--- src/sv/pwli_ram.sv ---
module pwli_ram #(
    parameter int WIDTH = 16,
    parameter int DEPTH = 16
) (
    input  logic                     clk,
    input  logic                     we,
    input  logic [$clog2(DEPTH)-1:0] waddr,
    input  logic [WIDTH-1:0]         wdata,
    input  logic                     re,
    input  logic [$clog2(DEPTH)-1:0] raddr_a,
    input  logic [$clog2(DEPTH)-1:0] raddr_b,
    output logic [WIDTH-1:0]         rdata_a,
    output logic [WIDTH-1:0]         rdata_b
);

    logic [WIDTH-1:0] mem [DEPTH];

    always_ff @(posedge clk)
    begin
        if (we)
        begin
            mem[waddr] <= wdata;
        end
        if (re)
        begin
            rdata_a <= mem[raddr_a];
            rdata_b <= mem[raddr_b];
        end
    end

endmodule

--- config.mk ---
export PLATFORM = sky130hd
export DESIGN_NAME = pwli_ram
export DESIGN_NICKNAME = d
export VERILOG_FILES = /design/src/sv/pwli_ram.sv
export SDC_FILE = /design/constraint.sdc
export NUM_CORES = 1
export LEC_CHECK = 0
export BUFFER_PORTS_ARGS = -buffer_cell sky130_fd_sc_hd__buf_2
export CORE_MARGIN = 3
export CORE_UTILIZATION = 25
export DETAILED_ROUTE_END_ITERATION = 8
export MAX_ROUTING_LAYER = met4
export PLACE_DENSITY = 0.36
export SYNTH_ARGS = -nofsm -noshare
export SYNTH_HDL_FRONTEND = slang
export SYNTH_SLANG_ARGS = --single-unit
--- constraint.sdc ---
create_clock -name clk -period 6.9 [get_ports clk]
set_clock_uncertainty 0.2 [all_clocks]
set_input_delay 0.345 -clock clk [delete_from_list [all_inputs] [get_ports clk]]
set_output_delay 0.345 -clock clk [all_outputs]
set_load 0.03 [all_outputs]
## Word-level counts from Yosys, hierarchy flattened

Memories as Yosys holds them, arrays and structs flattened. A register that Yosys moved wholly into a read port is not among the register bits.
Cells that the tools add are included.

- Bitwise logic cells: 0
- Divide/modulo/power cells: 0
- $lt $le $gt $ge: 0
- Shifts and indexed selects: 0
- Reduce and logical (&&, ||, !) cells: 0
- Add/subtract/negate cells: 0
- Multiply operators: 0
- Mux-type cells: 2
- Eq/ne operators: 0

Operators by type and width:

| kind | count |
|---|---|
| 2-to-1 mux 1 bit | 2 |

- Memory bits (writable): 256
- Word-level logic and storage cells: 3
- Memory bits (read-only): 0
- Flip-flop bits (word level): 0
- Output and inout port bits: 32
- Latch bits: 0
- Input bits: 31
- Memories: 1

Memory list:

| memory | depth | bits a word | rd ports | clocked after memory_dff | write ports | line | text |
|---|---|---|---|---|---|---|---|
| mem | 16 | 16 | 2 | 2 | 1 | 16 | `logic [WIDTH-1:0] mem [DEPTH];` |

## Logic depth before layout (Yosys ltp)

Gate-level depths: netlist of run 1.

- Depth after elaboration: 2
- Depth in mapped cells: 5
- Mapped depth without buffers: 3

## Worst setup path before layout of run 1

Ideal clock, no wire load.

- Path type: input -> register
- Start: in waddr[2]
- End: mem mem[0][0], enable pin
- Cell stages on the path: 2
- Data arrival time: 1.991 ns
- Required time: 6.291 ns
- Path slack: 4.300 ns
- Cells stage by stage: or3b_2 nor3_1

RTL lines:

| element | line | text |
|---|---|---|
| start: declaration | 7 | `input logic [$clog2(DEPTH)-1:0] waddr,` |
| end: declaration | 16 |  |

Straight into the memory's write port.

==> metrics, run 1 <==
status=complete, no violations; final antenna-violating net count=0; Least-Margin Pin Slew=between 1 and 1.5 ns; WL/cell=27.9 um; PortBufs=62; placed insts=1290; Synth Register Bits=288; Worst Setup Slack post-DPL=3.64 ns; initial antenna violation count=5; Final Hold Viols=0; post-DP HPWL=about 21000 um; vias=6635; vias in the first global route=7190; I/O pins=63; drt total wl=38200 um; CORE AREA=49600 sq um; R2R Setup Slk=5.08 ns; Setup Viol. Count Final=0; root buffer cell=clkbuf_16; Worst Setup Start Kind=input port; detailed router's first-iteration violation count=625; postcts setup bufs=0; Multi-input gate area=3840 sq um; clock share of power=roughly two fifths; area leader, netlist=edfxtp_1; maxcap violations=0; setup TNS=0 ns; Tot GR Track Use=between 10 and 15%; Synth Net Count=616; pwr/cell area=266 nW/um^2; Num CTS Buffers=34; Tcrit/Tclk final=38.1%; RD Place Congestion=roughly 0.72; row count=81; arrival time at the worst endpoint=~2.7 ns; sw frac=around 23%; Die X=between 200 and 250 um; Avg Cell Area, Syn=between 20 and 25 sq um; Starting Density=25.6%; Tmin final=2.63 ns; die area=53500 sq um; Layout Nets=approximately 710; share of the yosys chip area belonging to registers=between 60% and 70%; Design Area, Final=roughly 15000 sq um; Vias/cell=4.86; Register Area=8650 sq um; Max clock buf depth=3; Req. time, crit path=6.98 ns; Switch Pwr=906 uW; Yosys Warn Count=0; GRT overflow=0; Final WS setup=between 4 and 5 ns; RSZ-0062 raised after global routing=false; Logic pwr share=8.3%; largest net degree at the start of global routing=65; worst hold path class=input port to flop; FMAX=380 MHz; Worst slew margin=27.4%; Filler Cells Inserted=4785; CTS Sinks=roughly 290; share of cells above drive strength 1=35.9%; # DRC=0; Synth top area share=around two thirds; Mapped Cells=585; TritonCTS clock tree=built; Pre-Repair DR Iteration Count=5; Max VDD drop=0.158 mV; clk_lat worst skew=0.53 ns; Post-Layout Cell Count=roughly 1.4k; Die Ht=231 um; H-tree depth=2; crit path max fanout=39; first-pass GRT wire length=53500 um; Seq pwr share=50.2%; synth-to-layout area growth=17.9%; Lkg Pwr=0.00480 uW; top post-synthesis cells by area=edfxtp_1 (68%), mux4_2 (18%), mux4_1 (5.0%); fin. max-slew vios=0; internal power=3080 uW; clk slew on worst S/H paths=0.06 ns; crit end category=flop; Unique masters post-synth=23; Post-Synthesis Cell Area=12700 sq um; WS Path Type=input port to flop; DP Area=13800 sq um
## worst max-delay path: stages
cell and delay, ns:
buf_4 0.68, buf_4 0.62, mux4_4 0.70, a22oi_1 0.23, nand2_1 0.09
## cell type report
cell class                      count  share of cell area, %
Antenna cell                        3                 0.0502
Sequential cell                   288                   57.8
Multi-Input combinational cell    255                   25.7
Clock buffer                       45                   6.39
Clock inverter                     13                  0.360
Timing Repair Buffer               98                   4.19
Tap cell                          664                   5.55
## metal layers
layer | vias to the layer above | track usage, % | share of wire [%]
met2 | 183 | 22.0 | 46
met3 | 55 | 3.44 | 5.9
met4 | 0 | 4.01 | 2.4
met5 | - | - | 0
met1 | 3630 | 20.2 | 46
li1 | 2767 | - | -
## state kept, by name (all words and copies together) (netlist names)
name and cells:
mem 256, rdata_a 16, rdata_b 16
## path summary, 6_finish.rpt
| kind | start | cells past startpoint | end |
|---|---|---|---|
| setup / recovery | raddr_b[0] | 5 | rdata_b[1] |
| hold / removal | wdata[15] | 1 | mem[8][15] |
| setup reg to reg | mem[0][15] | 3 | rdata_b[15] |
| hold reg to reg | mem[15][12] | 3 | rdata_b[12] |
## cell usage after synthesis
cell,number
a22oi_1,64
nand2_1,33
nor2b_1,4
buf_2,4
or3b_2,1
clkbuf_1,14
nand3b_1,2
dlymetal6s2s_1,1
and2_1,2
nor2_1,14
edfxtp_1,288
nand2b_1,2
buf_1,2
mux4_4,2
mux4_1,24
dlygate4sd1_1,1
buf_6,10
clkbuf_4,2
buf_4,5
mux4_2,102
nor3_1,4
clkbuf_8,3
nand3_1,1
## metrics by stage
step           utilization, %  total power [uW]  hold WS (ns)
6_report                 30.2              3980        0.0433
5_1_grt                  30.2              4130        0.0122
4_1_cts                  30.2              4040       0.00558
3_5_place_dp             27.8              2370         0.538
3_3_place_gp             27.8              2360         0.527
2_1_floorplan               -              2240         0.244
## cell families after synthesis
logic type             share of synthesized area, %
DFF                                            68.2
muxes                                          23.5
AOI/OAI and AO/OA                              3.79
and+or+nand+nor                                2.17
buffers and inverters                          2.43
## power by group through the flow
| stage | sequential [uW] | clock (uW) | combinational (uW) |
|---|---|---|---|
| after floorplan | 2060 | 0 | 174 |
| after global placement | 2040 | 0 | 328 |
| after detailed placement | 2040 | 0 | 329 |
| after CTS | 2000 | 1710 | 336 |
| after global routing | 2010 | 1770 | 353 |
| final | 2000 | 1650 | 330 |
## what timing repair did
item | in CTS | in global routing
endpoints found under the hold margin | 240 | 0
hold buffers | 15 | 0
resized for setup | 0 | 0
## placed cells by master, fill, tap and decap left out
cell type and instances:
a22oi_1 64, and2_1 2, buf_2 60, buf_4 22
buf_6 1, clkbuf_1 8, clkbuf_16 37, clkinv_1 9
clkinv_2 4, diode_2 3, dlygate4sd3_1 15, edfxtp_1 288
mux4_1 24, mux4_2 102, mux4_4 2, nand2_1 33
nand2b_1 2, nand3_1 1, nand3b_1 2, nor2_2 10
nor2_4 4, nor2b_4 4, nor3_2 4, or3b_2 1
Power figures use the tool's default switching activity.
==> run 2: changes to the inputs <==
- ABC_AREA: not set -> 1
- PLACE_DENSITY: 0.36 -> 0.37
- clock period: 6.9 -> 2.4 ns (I/O delays scaled with it)
==> run 2 against run 1 <==
Against the previous run:
- sequential cell count is the same
- largest cell class unchanged
- die area increased by 15%
- critical path type unchanged
- final cell count grew 86%
- synthesized area up 16%
- via count increased by 79%
- sequential share of layout area is 7.8 points lower
- sequential power grew to 2.9 times the previous value
- non-clock buffer count rose by 42
- utilization down 0.33 points
==> metrics, run 2 <==
internal power=9330 uW; top post-synthesis cells by area=edfxtp_1 (59%), nand3_1 (15%), nand2_1 (14%); Starting Density=approximately 25%; ys async rst share=0%; Logic pwr share=a little over a tenth; CTS Hold Bufs=26; post-CTS sizing=0; detailed router's first-iteration violation count=1263; CP cell instances=dlygate4sd3_1 > buf_2 > inv_1 > nand2_1 > dlygate4sd3_1 > nor2_2 > dlygate4sd3_1; Die Ht=248 um; Yosys Warn Count=0; TritonCTS clock tree=built; Max clock buf depth=3; crit path max fanout=4; row count=88; Req. time, crit path=2.45 ns; Tcrit/Tclk final=93.4%; Lkg Pwr=0.00747 uW; Die X=around 250 um; Vias/cell=4.68; CTS Sinks=288; most common cell after layout, fill and taps aside=nand2_1; Worst Setup Slack post-DPL=0.506 ns; Post-synth EDFFs=between 200 and 300; FMAX=446 MHz; die area=61700 sq um; crit end category=flop; fin. max-slew vios=0; CP top delay family=buffers and inverters; simple-gate portion of the synthesized area=29.9%; share of the yosys chip area belonging to registers=58.9%; pwr/cell area=722 nW/um^2; Pre-Repair DR Iteration Count=5; Filler Cells Inserted=slightly above 6k; combinational family with the most area after synthesis=simple AND/OR/NAND/NOR gates; clk_lat worst skew=~0.55 ns; main flop type after synthesis=edfxtp_1; GRT overflow=0; clock share of power=43.6%; status=complete, no violations; drt total wl=52500 um; synth-to-layout area growth=17.8%; RSZ-0062 raised after global routing=false; Num CTS Buffers=37; Switch Pwr=3170 uW; Post-Synthesis Cell Area=14700 sq um; Synth Net Count=1704; RD Place Congestion=roughly 0.8; share of cells above drive strength 1=10.1%; clk slew on worst S/H paths=roughly 0.06 ns; setup TNS=0 ns; largest net degree at the start of global routing=80; arrival time at the worst endpoint=approximately 2.3 ns; post-DP HPWL=29500 um; maxcap violations=0; Seq pwr share=45.9%; initial antenna violation count=0; Synth Area in Adders=0%; WS Path Type=input port to flop; CP max stage delay=0.61 ns; Reg with most FFs=mem; H-tree depth=2; Tmin final=2.24 ns; top-count cell post-synth=nand2_1; Unique masters post-synth=12; Synth Area in Compound Gates=0%; Avg Cell Area, Syn=8.77 sq um; most frequent cells in the layout=nand2_1 (549), nand3_1 (449), edfxtp_1 (288); Layout Nets=1781; CORE AREA=between 50000 and 60000 sq um; Setup Viol. Count Final=0; I/O pins=between 60 and 70; PortBufs=62; Tot GR Track Use=17.6%; Largest register FFs=between 200 and 300; n_diodes=0; Mapped Cells=between 1.5k and 2k; Synth top area share=roughly three fifths; mux cell area share after synthesis=0%; Final Hold Viols=0; WP buf/inv=5; Power Total=between 10000 and 15000 uW; worst hold path class=input port to flop; Largest regs=mem x256, rdata_a x16, rdata_b x16; WL/cell=20.6 um; Least-Margin Pin Slew=0.660 ns; Worst slew margin=56.0%; Worst Setup Start Kind=input port; root buffer cell=clkbuf_16; Post-synth top cells=nand2_1 (549), nand3_1 (449), edfxtp_1 (288), inv_1 (262), buf_2 (43); area leader, netlist=edfxtp_1; Critical-path top delay cell=dlygate4sd3_1; # DRC=0; Max VDD drop=0.346 mV; sw frac=25.3%; postcts setup bufs=0; vias in the first global route=11.7k; vias=around 12k; first-pass GRT wire length=76900 um; Synth Register Bits=288; final antenna-violating net count=0; Final WS setup=between 0.15 and 0.2 ns; CP dominant cell by count=dlygate4sd3_1; Post-Synth XOR/XNOR Area=0%
==> run 2: per-layer routing <==
layer | vias to the layer above | share of wire, % | track usage, %
met5 | - | 0 | -
met4 | 0 | 2.8 | 5.72
met2 | 429 | 44 | 26.3
li1 | 5588 | - | -
met1 | 5787 | 48 | 24.8
met3 | 99 | 5.1 | 2.22
==> run 2: final cells by class <==
type | count | area [sq um] | area share, %
clock buffer | 47 | 963 | 5.57
timing repair buffer | 140 | 1100 | 6.38
sequential | 288 | 8650 | 50.0
tap | 765 | 957 | 5.53
inverter | 266 | 1000 | 5.80
clock inverter | 18 | 193 | 1.11
multi-input combinational | 1017 | 4430 | 25.6
==> run 2: kinds of logic after synthesis <==
| kind of cell | count (synthesis) |
|---|---|
| flops | 288 |
| buf+inv | 368 |
| simple gates | 1017 |
==> run 2: worst paths after layout <==
check             slack [ns]    endpoint  cells past startpoint        from
setup / recovery        0.16   mem[5][0]                      7    waddr[1]
hold / removal           0.1  rdata_b[8]                      4  raddr_b[3]
setup reg to reg        0.98  rdata_b[4]                      6   mem[7][4]
hold reg to reg         0.56  rdata_a[4]                      6  mem[12][4]
==> run 2: worst register-to-register path, cell delays in order (launching register included) <==
cell      delay, ns
edfxtp_1       0.35
inv_1          0.07
nand2_1        0.05
nand3_1        0.10
nand3_1        0.12
nand3_1        0.11
nand2_1        0.13
==> run 2: power groups by stage <==
stage | registers (uW) | logic, uW | clock network [uW]
3_5_place_dp | 5840 | 1290 | 0
4_1_cts | 5740 | 1320 | 5590
2_1_floorplan | 5920 | 690 | 0
3_3_place_gp | 5840 | 1290 | 0
6_report | 5730 | 1310 | 5450
5_1_grt | 5740 | 1450 | 5790
==> run 2: metrics by stage <==
step	std cells	area, sq um	utilization (%)	hold slack [ns]
floorplan	1673	14700	-	0.0189
global placement	2450	15900	27.4	0.323
detailed placement	2450	15900	27.4	0.328
CTS	2541	17300	29.9	0.0652
global route	2541	17300	29.9	0.0882
finish	2541	17300	29.9	0.0983
==> run 3: changes to the inputs <==
- CORE_UTILIZATION: 25 -> 56
- PLACE_DENSITY: 0.37 -> 0.76
==> run 3 against run 2 <==
Against the previous run:
- hold slack improved by 0.027 ns
- cell area shrank 4.3%
- clock power shrank 18%
- highest routed layer unchanged
==> metrics, run 3 (synthesis gave the netlist of run 2 again) <==
status=complete, no violations; WL/cell=20.5 um; Switch Pwr=2860 uW; placed insts=around 2.0k; pwr/cell area=slightly below 700 nW/um^2; Max VDD drop=0.546 mV; Tmin final=2.29 ns; Worst slew margin=approximately 58%; largest net degree at the start of global routing=80; Layout Nets=1772; GRT overflow=0; setup TNS=0 ns; vias=12.4k; I/O pins=63; # DRC=0; Vias/cell=5.90; initial antenna violation count=1; vias in the first global route=12.4k; Multi-input gate area=approximately 4400 sq um; row count=between 50 and 60; internal power=between 8000 and 9000 uW; clk_lat worst skew=0.56 ns; Worst Setup Start Kind=input port; WS Path Type=input port to flop; Filler Cells Inserted=1972; PortBufs=62; RD Place Congestion=0.858; detailed router's first-iteration violation count=2066; post-DP HPWL=23400 um; most frequent cells in the layout=nand2_1 (549), nand3_1 (449), edfxtp_1 (288); RSZ-0062 raised after global routing=false; crit end category=flop; Setup Viol. Count Final=0; arrival time at the worst endpoint=2.40 ns; Register Area=8650 sq um; most common cell after layout, fill and taps aside=nand2_1; CORE AREA=25500 sq um; clock share of power=39.1%; hold path depth=6; postcts setup bufs=0; drt total wl=about 43000 um; crit path max fanout=41; Num CTS Buffers=30; sw frac=24.9%; Lkg Pwr=between 0.007 and 0.008 uW; H-tree depth=1; Reg with most FFs=mem; root buffer cell=clkbuf_16; first-pass GRT wire length=66400 um; Post-Layout Cell Count=2097; synth-to-layout area growth=12.7%; Final Hold Viols=0; Largest register FFs=256; worst reg2reg path depth=7; CTS Sinks=288; Max clock buf depth=3; Tcrit/Tclk final=between 90 and 100%; Logic pwr share=11.0%; Die Ht=168 um; worst hold path class=input port to flop; Largest regs=mem x256, rdata_a x16, rdata_b x16; maxcap violations=0; FMAX=between 400 and 500 MHz; TritonCTS clock tree=built; Pre-Repair DR Iteration Count=7; fin. max-slew vios=0; Tot GR Track Use=31.1%; Die X=168 um; Req. time, crit path=2.51 ns; fin util=65.0%; die area=between 20000 and 30000 sq um; Seq pwr share=about half; final antenna-violating net count=0; share of cells above drive strength 1=9.63%; clk slew on worst S/H paths=0.06 ns; Least-Margin Pin Slew=0.623 ns; Starting Density=57.6%
run 3: changes by cell type in the layout (fill, tap and decap cells not counted):
cell           delta
clkinv_1          -1
dlygate4sd3_1     +4
clkbuf_1          -4
clkinvlp_4        +2
bufinv_16         -2
clkinv_4          -2
buf_12            +1
buf_4             -7
inv_4             -2
clkbuf_16         -6
diode_2           +2
clkinv_2          +7
inv_6             -1
run 3: worst max-delay path: stages:
cell and delay, ns:
dlygate4sd3_1 0.52, buf_4 0.24, buf_4 0.48, nand2_1 0.11
nand3_1 0.10, nand3_1 0.09, nand3_1 0.10, nand2_1 0.06
dlygate4sd3_1 0.56
run 3: final cells by class:
type                            instances  share of cell area (%)
Timing Repair Buffer                  138                    6.72
Tap cell                              330                    2.50
Antenna cell                            2                  0.0302
Sequential cell                       288                    52.3
Clock buffer                           37                    4.82
Inverter                              266                    6.05
Clock inverter                         19                   0.862
Multi-Input combinational cell       1017                    26.8
run 3: worst paths after layout:
| check | end | slack, ns | from |
|---|---|---|---|
| max reg2reg | rdata_b[6] | 0.55 | mem[0][6] |
| max | rdata_b[6] | 0.11 | raddr_b[0] |
| min reg2reg | rdata_a[8] | 0.55 | mem[12][8] |
| min | rdata_b[4] | 0.13 | raddr_b[1] |
run 3: power by group through the flow:
stage	Combinational (uW)	Sequential [uW]	Clock [uW]
global route	1360	5740	4730
finish	1260	5730	4490
detailed placement	1180	5840	0
CTS	1230	5730	4510
floorplan	690	5920	0
global placement	1160	5840	0
run 3: metal layers:
layer | share of wire [%] | vias up | global-route usage (%)
met4 | 4.8 | 0 | 14.2
met3 | 13 | 183 | 5.99
met2 | 45 | 969 | 47.1
met1 | 37 | 5655 | 41.1
li1 | - | 5570 | -
met5 | 0 | - | -
run 3: repair_timing:
item                                    4_1_cts  5_1_grt
hold endpoints to repair                    319        0
gates resized for setup                       0        0
hold buffers                                 31        0
endpoints found under the setup margin        0        3
run 3: through the flow:
stage | setup slack [ns] | total power (uW) | hold slack, ns | instance area [sq um]
CTS | 0.0982 | 11500 | 0.108 | 16600
finish | 0.114 | 11500 | 0.125 | 16500
floorplan | 0.780 | 6610 | 0.0189 | 14700
global route | 0.0291 | 11800 | 0.165 | 16500
global placement | 0.644 | 6990 | 0.306 | 15300
detailed placement | 0.611 | 7020 | 0.313 | 15300
